<file path="src/rtl/srt_pkg.sv">
`timescale 1ns / 1ps
// srt_pkg: shared constants, types and the crc function of the shader record table
// used by srt_ctrl, srt_dp and shader_record_table; depends on nothing

package srt_pkg;

	localparam int TABLE_ENTRIES = 32768;
	localparam int TOKEN_CAP     = 65536;
	localparam int IDX_W         = $clog2(TABLE_ENTRIES);
	localparam int EC_W          = $clog2(TABLE_ENTRIES + 2);
	localparam int CNT_W         = $clog2(TOKEN_CAP + 1);
	localparam int HANDLE_W      = 48;
	localparam int LEN_W         = 19;

	localparam logic [31:0] CRC_POLY = 32'hEDB8_8320;
	localparam logic [31:0] ALL_ONES = 32'hFFFF_FFFF;
	localparam logic [31:0] END_WORD = 32'h0000_FFFF;

	typedef enum logic [2:0] {
		ST_RECORDED   = 3'd0,
		ST_NO_END     = 3'd1,
		ST_FULL_FIRST = 3'd2,
		ST_FULL_AGAIN = 3'd3,
		ST_BOUND      = 3'd4,
		ST_UNMATCHED  = 3'd5
	} status_t;

	typedef enum logic [1:0] {
		PH_IDLE    = 2'd0,
		PH_COLLECT = 2'd1,
		PH_DISCARD = 2'd2
	} phase_t;

	typedef enum logic [1:0] {
		FSM_IDLE = 2'd0,
		FSM_RD   = 2'd1,
		FSM_CMP  = 2'd2
	} fsm_t;

	typedef struct packed {
		logic [31:0]         crc;
		logic [LEN_W-1:0]    length;
		logic                kind;
		logic [HANDLE_W-1:0] handle;
	} rec_t;

	typedef struct packed {
		logic        used;
		logic [31:0] binds;
	} bind_t;

	typedef struct packed {
		logic busy;
		logic walk_init;
		logic rec_rd;
		logic walk_next;
		logic bind_wr;
		logic res_unmatched;
	} srt_cmd_t;

	typedef struct packed {
		logic bind_go;
		logic walk_end;
		logic hit;
	} srt_sts_t;

	// reflected crc over one word, low byte first
	function automatic logic [31:0] crc_word(input logic [31:0] crc, input logic [31:0] word);
		logic [31:0] c;
		c = crc ^ word;
		for (int k = 0; k < 32; k++) begin
			c = c[0] ? ((c >> 1) ^ CRC_POLY) : (c >> 1);
		end
		return c;
	endfunction

endpackage

</file>
<file path="src/rtl/srt_ctrl.sv">
`timescale 1ns / 1ps
// srt_ctrl: state machine that sequences the bind search over the record table
// depends on srt_pkg

module srt_ctrl (
	input  logic              clk,
	input  logic              arst_n,
	input  srt_pkg::srt_sts_t sts,
	output srt_pkg::srt_cmd_t cmd
);
	import srt_pkg::*;

	fsm_t state_q, state_d;

	always_ff @(posedge clk or negedge arst_n) begin
		if (!arst_n) begin
			state_q <= FSM_IDLE;
		end else begin
			state_q <= state_d;
		end
	end

	always_comb begin
		state_d = state_q;
		cmd     = '0;
		case (state_q)
			FSM_IDLE: begin
				if (sts.bind_go) begin
					cmd.walk_init = 1'b1;
					state_d       = FSM_RD;
				end
			end
			FSM_RD: begin
				cmd.busy = 1'b1;
				if (sts.walk_end) begin
					cmd.res_unmatched = 1'b1;
					state_d           = FSM_IDLE;
				end else begin
					cmd.rec_rd = 1'b1;
					state_d    = FSM_CMP;
				end
			end
			FSM_CMP: begin
				cmd.busy = 1'b1;
				if (sts.hit) begin
					cmd.bind_wr = 1'b1;
					state_d     = FSM_IDLE;
				end else begin
					cmd.walk_next = 1'b1;
					state_d       = FSM_RD;
				end
			end
			default: begin
				state_d = FSM_IDLE;
			end
		endcase
	end

endmodule

</file>
<file path="config.mk">
export PLATFORM = sky130hd
export DESIGN_NAME = srt_ctrl
export DESIGN_NICKNAME = d
export VERILOG_FILES = /design/src/rtl/srt_pkg.sv /design/src/rtl/srt_ctrl.sv
export SDC_FILE = /design/constraint.sdc
export NUM_CORES = 1
export LEC_CHECK = 0
export BUFFER_PORTS_ARGS = -buffer_cell sky130_fd_sc_hd__buf_2
export CAP_MARGIN = 20
export CORE_AREA = 2 2 39 41
export CTS_CLUSTER_SIZE = 28
export DETAILED_ROUTE_END_ITERATION = 6
export DIE_AREA = 0 0 41 43
export PLACE_DENSITY_LB_ADDON = 0.08
export SLEW_MARGIN = 15
export SYNTH_ARGS = -nofsm -noshare
export SYNTH_HDL_FRONTEND = slang
export SYNTH_SLANG_ARGS = --single-unit
</file>
<file path="constraint.sdc">
create_clock -name clk -period 2.8 [get_ports clk]
set_input_delay 0.56 -clock clk [delete_from_list [all_inputs] [get_ports clk]]
set_output_delay 0.56 -clock clk [all_outputs]
set_load 0.01 [all_outputs]
</file>
==> impl_metrics.toml, run 1 <==
[synth]
synth_cell_types = 12
synth_simple_gate_area_share_pct = 26.9
synthTopCellsByArea = "dfrtp_1 (28%), ha_1 (28%), and2b_1 (8.3%), and2_1 (6.9%), mux2i_1 (5.5%)"
ys.flop_type = "dfrtp_1"
syn_avg_cell_area_um2 = 9.55
synth_top_cell_area_share_pct = 27.6
synth_top_family_by_area = "adder cells"
syn-instance-count = 19
syn_nets = 28
muxShareOfSynthArea_pct = 5.52
synth_xor_area_share_pct = 0
synth_top_area_cell = "dfrtp_1"
async_flop_share_pct = 100
synthesis.area_um2 = 181
yosysSeqAreaShare_pct = 27.6
synth_edf_count = 0
synth_compound_area_share_pct = 8.28
synth.most_common_cell = "ha_1"
synth_fa_ha_area_share_pct = 27.6
yosys_warnings = 0
synth-seq-cells = 2
synth_common_cells = "ha_1 (4), and2_1 (2), and2b_1 (2), dfrtp_1 (2), inv_1 (2)"

[sta]
rsz0062_at_grt = "no"
skew_ns = 0.00124
holdWs_ns = 0.117
setup_viol = 0
finalMaxSlewViolations = 0
worst_pin_slew_ns = 0.122
fin_crit_ns = 1.76
hold_viol = 0
slew-limit-headroom_pct = 91.6
fin_tns_setup_ns = 0
fmax_mhz = 569
fin_crit_sh_pct = 62.8
finalWorstSetupSlack_ns = 1.04

[detailed_routing]
wl_per_cell_um = 7.63
num_vias = 158
ant_nets = 0
vias_per_cell = 3.29
drc_errors = 0
drt_iter0_drc = 1
routed_wl_um = 366
firstDrtPassIters = 3

[cts]
clkTransAtPathRegs_ns = 0.03
cts_resized = 0
cts_setup_buffers = 0
cts.sinks = 2
h-tree-depth = 1
cts_tree = "built"
max-clock-path-buffers = 2
cts_hold_buf = 0
numCtsBuffers = 3
cts-root-buf = "clkbuf_4"
insertion_delay_ns = 0.22

[cells_and_area]
largest_reg_flops = 2
n_fill_cell = 155
layout-drive-gt1-share_pct = 43.8
reg_top3 = "state_q: 2 flops"
nets = 43
multi_input_area_um2 = 124
synthToLayoutAreaGrowth_pct = 51.0
antennaDiodeCount = 0
fin_cells = 48
top_register = "state_q"
regArea_um2 = 50.0

[power]
p_leak_nw = 0.159
worst_ir_drop_vdd_uv = 234
total_power_mw = 0.258
powerDensity_nw_per_um2 = 943

[die]
coreArea_um2 = 1380
start_util_pct = 13.1
pin_count = 11
fp.dieH_um = 43
rows = 14
die_w_um = 41
die-area_um2 = 1760

[global_routing]
antenna_found_initial = 0
overflow = 0
grt_max_degree = 5
grt_pass1_wl_um = 600
grt_use_total_pct = 5.53
grt_pass1_vias = 148

[placed_design]
preCtsSetupSlack_ns = 1.26
gp_congestion = 0.647
post-place-cells = 45
dpl.hpwl_um = 318
port_buffers = 10

[flow_run]
max_cap_viol_count = 0

[worst_setup_path]
max_stage_delay_ns = 0.36
critical_path.slowest_cell = "dfrtp_1"
r2r_cells = 4
path_cells = "inv_1 > ha_1 > and2_2 > buf_2"
arrival_ns = 1.20
path_class = "reg2out"
path_max_fanout = 4
start_kind = "flip-flop"
r2r_setup_slack_ns = 1.68
cp.required_ns = 2.24
cp-end-kind = "output port"

[outcome]
status = "complete, no violations"

[min_path]
min_path_type = "in2async"
## cells in the final DEF (no fill, tap or decap), drive strengths merged
cell type and count:
and2b 2, buf 10, nand2 1, o22ai 1, clkbuf 3, and2 3
nand2b 1, ha 4, inv 2, a22o 1, dfrtp 2, nor2 1
mux2i 1
## area by class of cell
class	count	share of cell area, %
multi-input combinational	15	45.2
tap	16	7.31
sequential	2	18.3
timing repair buffer	10	18.3
inverter	2	2.74
clock buffer	3	8.22
## per-stage QoR
step | utilization, % | cell area (um^2)
floorplan | - | 181
global placement | 18.2 | 251
detailed placement | 18.2 | 251
CTS | 19.8 | 274
global route | 19.8 | 274
finish | 19.8 | 274
## power breakdown
| group | internal [mW] | switching [mW] | leakage (nW) |
|---|---|---|---|
| logic | 0.0671 | 0.0753 | 0.120 |
| registers | 0.0425 | 0.0107 | 0.0257 |
| clock network | 0.0472 | 0.0157 | 0.0138 |
| total | 0.157 | 0.102 | 0.159 |
## cell families after synthesis
group                      count (synthesis)
muxes                                      1
DFF                                        2
and+or+nand+nor                            8
AOI/OAI and AO/OA                          2
buffers and inverters                      2
adders and majority gates                  4
## metal layers
metal	part of all wire, %	vias to the layer above	track usage, %
li1	-	88	-
met1	46	64	6.77
met2	42	6	5.63
met3	11	0	5.24
met4	0	0	4.00
met5	0	-	0
## path summary, 6_finish.rpt
kind                            startpoint          to
max in group asynchronous           arst_n  state_q[1]
worst min-delay path                arst_n  state_q[0]
min in group clk                state_q[1]  state_q[1]
worst max register to register  state_q[0]  state_q[0]
worst min register to register  state_q[1]  state_q[1]
worst max-delay path            state_q[0]      cmd[4]
## worst max-delay path, delay by kind of cell (launching register included)
family / cells / cell delay (ns)
flip-flops: 1 / 0.36
adder cells (fa/ha/maj): 1 / 0.23
buffers and inverters: 2 / 0.21
AND/OR/NAND/NOR: 1 / 0.17
(Power assumes the default switching activity.)
==> run 2: changes to the inputs <==
--- a/config.mk
+++ b/config.mk
@@ -5,6 +5,7 @@
 export SDC_FILE = /design/constraint.sdc
 export NUM_CORES = 1
 export LEC_CHECK = 0
+export ABC_AREA = 1
 export BUFFER_PORTS_ARGS = -buffer_cell sky130_fd_sc_hd__buf_2
 export CAP_MARGIN = 20
 export CORE_AREA = 2 2 39 41
==> constraint.sdc (replaced) <==
create_clock -name clk -period 1.8 [get_ports clk]
set_input_delay 0.36 -clock clk [delete_from_list [all_inputs] [get_ports clk]]
set_output_delay 0.36 -clock clk [all_outputs]
set_load 0.01 [all_outputs]
==> impl_metrics.toml, run 2 <==
[outcome]
status = "complete, no violations"

[worst_setup_path]
path_class = "reg2out"
cp-end-kind = "output port"
start_kind = "flip-flop"
cp.required_ns = 1.44
arrival_ns = 1.16
path_max_fanout = 4

[cells_and_area]
reg_top3 = "state_q: 2 flops"
most-common-layout-cells = "nand2_1 (12), inv_1 (10), buf_2 (10)"
largest_reg_flops = 2
layout-drive-gt1-share_pct = 35.6
n_fill_cell = 164
synthToLayoutAreaGrowth_pct = 50.9
top_register = "state_q"
fin_cells = 61
antennaDiodeCount = 0
layout_commonest_cell = "nand2_1"
nets = 56

[sta]
finalMaxSlewViolations = 0
fin_crit_ns = 1.52
hold_viol = 0
slew-limit-headroom_pct = 90.4
finalWorstSetupSlack_ns = 0.278
worst_pin_slew_ns = 0.144
fin_tns_setup_ns = 0
skew_ns = 0.000916
rsz0062_at_grt = "no"
setup_viol = 0
holdWs_ns = 0.436
fmax_mhz = 657
fin_crit_sh_pct = 84.6

[detailed_routing]
num_vias = 205
drt_iter0_drc = 7
firstDrtPassIters = 4
drc_errors = 0
vias_per_cell = 3.36
routed_wl_um = 438
wl_per_cell_um = 7.18
ant_nets = 0

[synth]
syn_nets = 40
synth-seq-cells = 2
synth.most_common_cell = "nand2_1"
synth_common_cells = "nand2_1 (12), inv_1 (10), ha_1 (4)"
synth_edf_count = 0
synthTopCellsByArea = "dfrtp_1 (25%), ha_1 (25%), nand2_1 (22%), inv_1 (19%), a21oi_2 (4.3%)"
synthesis.area_um2 = 201
syn_avg_cell_area_um2 = 6.50
synth_top_area_cell = "dfrtp_1"
yosys_warnings = 0
synth_top_cell_area_share_pct = 24.8
synth_cell_types = 7
yosysSeqAreaShare_pct = 24.8
syn-instance-count = 31
async_flop_share_pct = 100
ys.flop_type = "dfrtp_1"

[cts]
numCtsBuffers = 3
clkTransAtPathRegs_ns = 0.03
insertion_delay_ns = 0.22
cts-root-buf = "clkbuf_4"
cts.sinks = 2
max-clock-path-buffers = 2
cts_resized = 0
cts_tree = "built"
h-tree-depth = 1

[global_routing]
grt_pass1_wl_um = 676
antenna_found_initial = 0
grt_pass1_vias = 171
grt_max_degree = 5
grt_use_total_pct = 6.01
overflow = 0

[power]
powerDensity_nw_per_um2 = 1480
p_leak_nw = 0.223
worst_ir_drop_vdd_uv = 471

[die]
rows = 14
die-area_um2 = 1760
coreArea_um2 = 1380
start_util_pct = 14.6
die_w_um = 41
pin_count = 11
fp.dieH_um = 43

[flow_run]
max_cap_viol_count = 0

[placed_design]
gp_congestion = 0.709
dpl.hpwl_um = 343
preCtsSetupSlack_ns = 0.499
port_buffers = 10
post-place-cells = 57

[min_path]
min_path_type = "in2reg"
## run 2: metal layers
layer,track usage [%],vias to the layer above,wire length (um)
li1,-,112,-
met1,7.35,89,183
met2,7.81,4,233
met3,1.57,0,21
met4,6.00,0,0
met5,0,-,0
## run 2: worst paths after layout
| path | startpoint | endpoint | slack [ns] | cells after the start |
|---|---|---|---|---|
| max | state_q[0] | cmd[4] | 0.28 | 5 |
| min | sts[2] | state_q[1] | 0.44 | 4 |
| max reg2reg | state_q[0] | state_q[0] | 0.71 | 6 |
| min reg2reg | state_q[1] | state_q[1] | 0.54 | 2 |
| max in group asynchronous | arst_n | state_q[1] | 1.25 | 2 |
| min in group asynchronous | arst_n | state_q[0] | 0.45 | 2 |
## run 2: cell families (layout without fill, tap and decap cells)
family,Yosys count,after routing,share of synthesized area (%)
adders and majority gates,4,4,24.8
DFF,2,2,24.8
buffers and inverters,11,25,20.5
AOI/OAI and AO/OA,1,1,4.35
and+or+nand+nor,13,13,25.5
## run 2: power breakdown
part / internal (mW) / leakage [nW] / switching [mW]
Clock: 0.0735 / 0.0138 / 0.0245
Sequential: 0.0680 / 0.0253 / 0.0243
Combinational: 0.107 / 0.183 / 0.151
Total: 0.249 / 0.223 / 0.200
## run 2: timing repair
item	CTS	global route
buffers inserted	0	0
hold endpoints to repair	2	0
hold buffers	1	0
## run 2: per-stage QoR
| step | utilization (%) | total power [mW] | cell area (um^2) |
|---|---|---|---|
| floorplan | - | 0.271 | 201 |
| global placement | 19.6 | 0.358 | 272 |
| detailed placement | 19.6 | 0.357 | 272 |
| CTS | 22.0 | 0.469 | 304 |
| global route | 22.0 | 0.511 | 304 |
| finish | 22.0 | 0.449 | 304 |
## run 2: area by class of cell
cell class,instances,area [um^2],share of cell area (%)
repair buffers,11,60.1,19.8
clock buffers,3,22.5,7.41
flip-flops and latches,2,50.0,16.5
well taps,16,20.0,6.58
multi-input cells,18,110,36.2
inverters,11,41.3,13.6
## run 2: critical path, cell delays in order (launching register included)
cell     delay [ns]
dfrtp_1        0.40
inv_1          0.09
ha_1           0.22
nand2_1        0.06
inv_1          0.05
buf_2          0.11
==> run 3: changes to the inputs <==
==> constraint.sdc (replaced) <==
create_clock -name clk -period 1.5 [get_ports clk]
set_input_delay 0.3 -clock clk [delete_from_list [all_inputs] [get_ports clk]]
set_output_delay 0.3 -clock clk [all_outputs]
set_load 0.01 [all_outputs]
==> impl_metrics.toml, run 3 (synthesized netlist as in run 2, its figures left out) <==
[min_path]
worstHoldPathCells = 4
min_to = "state_q[0]"
min_path_type = "in2reg"
min_from = "sts[2]"

[sta]
slew-limit-headroom_pct = 90.3
finalWorstSetupSlack_ns = 0.0694
skew_ns = 0.00457
fin_tns_setup_ns = 0
fin_crit_sh_pct = 95.4
worst_pin_slew_ns = 0.146
holdWs_ns = 0.376
fin_crit_ns = 1.43
rsz0062_at_grt = "no"
setup_viol = 0
fmax_mhz = 699
hold_viol = 0
finalMaxSlewViolations = 0

[worst_setup_path]
cp_common_cell = "inv_1"
r2r_cells = 5
path_max_fanout = 4
start_kind = "flip-flop"
critPathTopFamily = "flip-flops"
r2r-end = "state_q[0]"
path_class = "reg2out"
crit_buf_inv = 3
cp.required_ns = 1.20
path_cells = "inv_1 > ha_2 > nand2_1 > inv_1 > buf_2"
r2r_setup_slack_ns = 0.44
arrival_ns = 1.13
worstReg2RegStart = "state_q[0]"
max_stage_delay_ns = 0.40
cp-end-kind = "output port"
critical_path.slowest_cell = "dfrtp_1"

[cells_and_area]
reg_top3 = "state_q: 2 flops"
most-common-layout-cells = "nand2_1 (12), buf_2 (10), inv_1 (9)"
largest_reg_flops = 2
layout-drive-gt1-share_pct = 43.5
multi_input_area_um2 = 115
antennaDiodeCount = 0
fin_cells = 62
n_fill_cell = 164
layout_commonest_cell = "nand2_1"
regArea_um2 = 50.0
synthToLayoutAreaGrowth_pct = 57.1
top_register = "state_q"
nets = 57

[detailed_routing]
vias_per_cell = 3.31
num_vias = 205
firstDrtPassIters = 2
routed_wl_um = 416
ant_nets = 0
drt_iter0_drc = 3
wl_per_cell_um = 6.71
drc_errors = 0

[power]
p_clk_share_pct = 20.7
p_sw_mw = 0.245
switching_share_pct = 43.4
p_seq_share_pct = 20.0
p_leak_nw = 0.224
intPower_mw = 0.319
worst_ir_drop_vdd_uv = 625
p_comb_share_pct = 59.3
total_power_mw = 0.564
powerDensity_nw_per_um2 = 1780

[placed_design]
gp_congestion = 0.699
port_buffers = 10
post-place-cells = 57
preCtsSetupSlack_ns = 0.267
dpl.hpwl_um = 335

[cts]
h-tree-depth = 1
cts_tree = "built"
max-clock-path-buffers = 2
cts.sinks = 2
insertion_delay_ns = 0.22
numCtsBuffers = 3
cts-root-buf = "clkbuf_4"
clkTransAtPathRegs_ns = 0.03

[global_routing]
grt_max_degree = 5
grt_pass1_wl_um = 607
antenna_found_initial = 0
grt_pass1_vias = 171
overflow = 0
grt_use_total_pct = 5.21

[die]
die_w_um = 41
fp.dieH_um = 43
start_util_pct = 14.6
pin_count = 11
coreArea_um2 = 1380
die-area_um2 = 1760
rows = 14

[outcome]
status = "complete, no violations"

[flow_run]
max_cap_viol_count = 0
==> run 3: changes by cell type in the layout (fill, tap and decap cells not counted), sizes merged <==
cell  change
buf       +1
==> run 3: worst register-to-register path: stages (launching register included) <==
cell and delay (ns):
dfrtp_1 0.41, buf_4 0.15, ha_1 0.19, a21oi_2 0.13, nand2_1 0.07, nand2_1 0.06
==> run 3: area by class of cell <==
class	count	area share (%)
tap	16	6.32
sequential	2	15.8
timing repair buffer	12	21.3
inverter	11	13.0
clock buffer	3	7.11
multi-input combinational	18	36.4
==> run 3: what timing repair did <==
action	CTS	global route
gates resized for setup	0	3
hold buffers	1	0
hold endpoints to repair	2	0
endpoints found under the setup margin	0	2
buffers inserted	0	1
==> run 3: power groups by stage <==
stage | clock (mW) | sequential [mW] | combinational [mW]
6_report | 0.117 | 0.113 | 0.334
3_5_place_dp | 0 | 0.113 | 0.310
5_1_grt | 0.130 | 0.117 | 0.386
3_3_place_gp | 0 | 0.111 | 0.321
4_1_cts | 0.125 | 0.113 | 0.317
2_1_floorplan | 0 | 0.104 | 0.221
==> run 3: worst max-delay path by stage <==
| stage | start | to | slack [ns] | cells past startpoint |
|---|---|---|---|---|
| 2_1_floorplan | state_q[0] | cmd[4] | 0.41 | 4 |
| 3_3_place_gp | state_q[1] | cmd[4] | 0.27 | 5 |
| 3_5_place_dp | state_q[0] | cmd[2] | 0.27 | 5 |
| 4_1_cts | state_q[0] | cmd[2] | 0.02 | 5 |
| 5_1_grt | state_q[1] | cmd[4] | 0.002 | 5 |
| 6_report | state_q[1] | cmd[4] | 0.07 | 5 |
==> run 3: per-stage QoR <==
stage / instance area, um^2 / util (%)
4_1_cts: 304 / 22.0
5_1_grt: 317 / 22.9
6_report: 317 / 22.9
3_5_place_dp: 272 / 19.6
3_3_place_gp: 272 / 19.6
2_1_floorplan: 201 / -
==> run 3: per-layer routing <==
metal  vias up  wire length, um  GRT usage, %
met5         -                0             0
met4         0                0          4.00
met3         0               24          1.57
met2         4              221          7.81
met1        87              170          5.75
li1        114                -             -
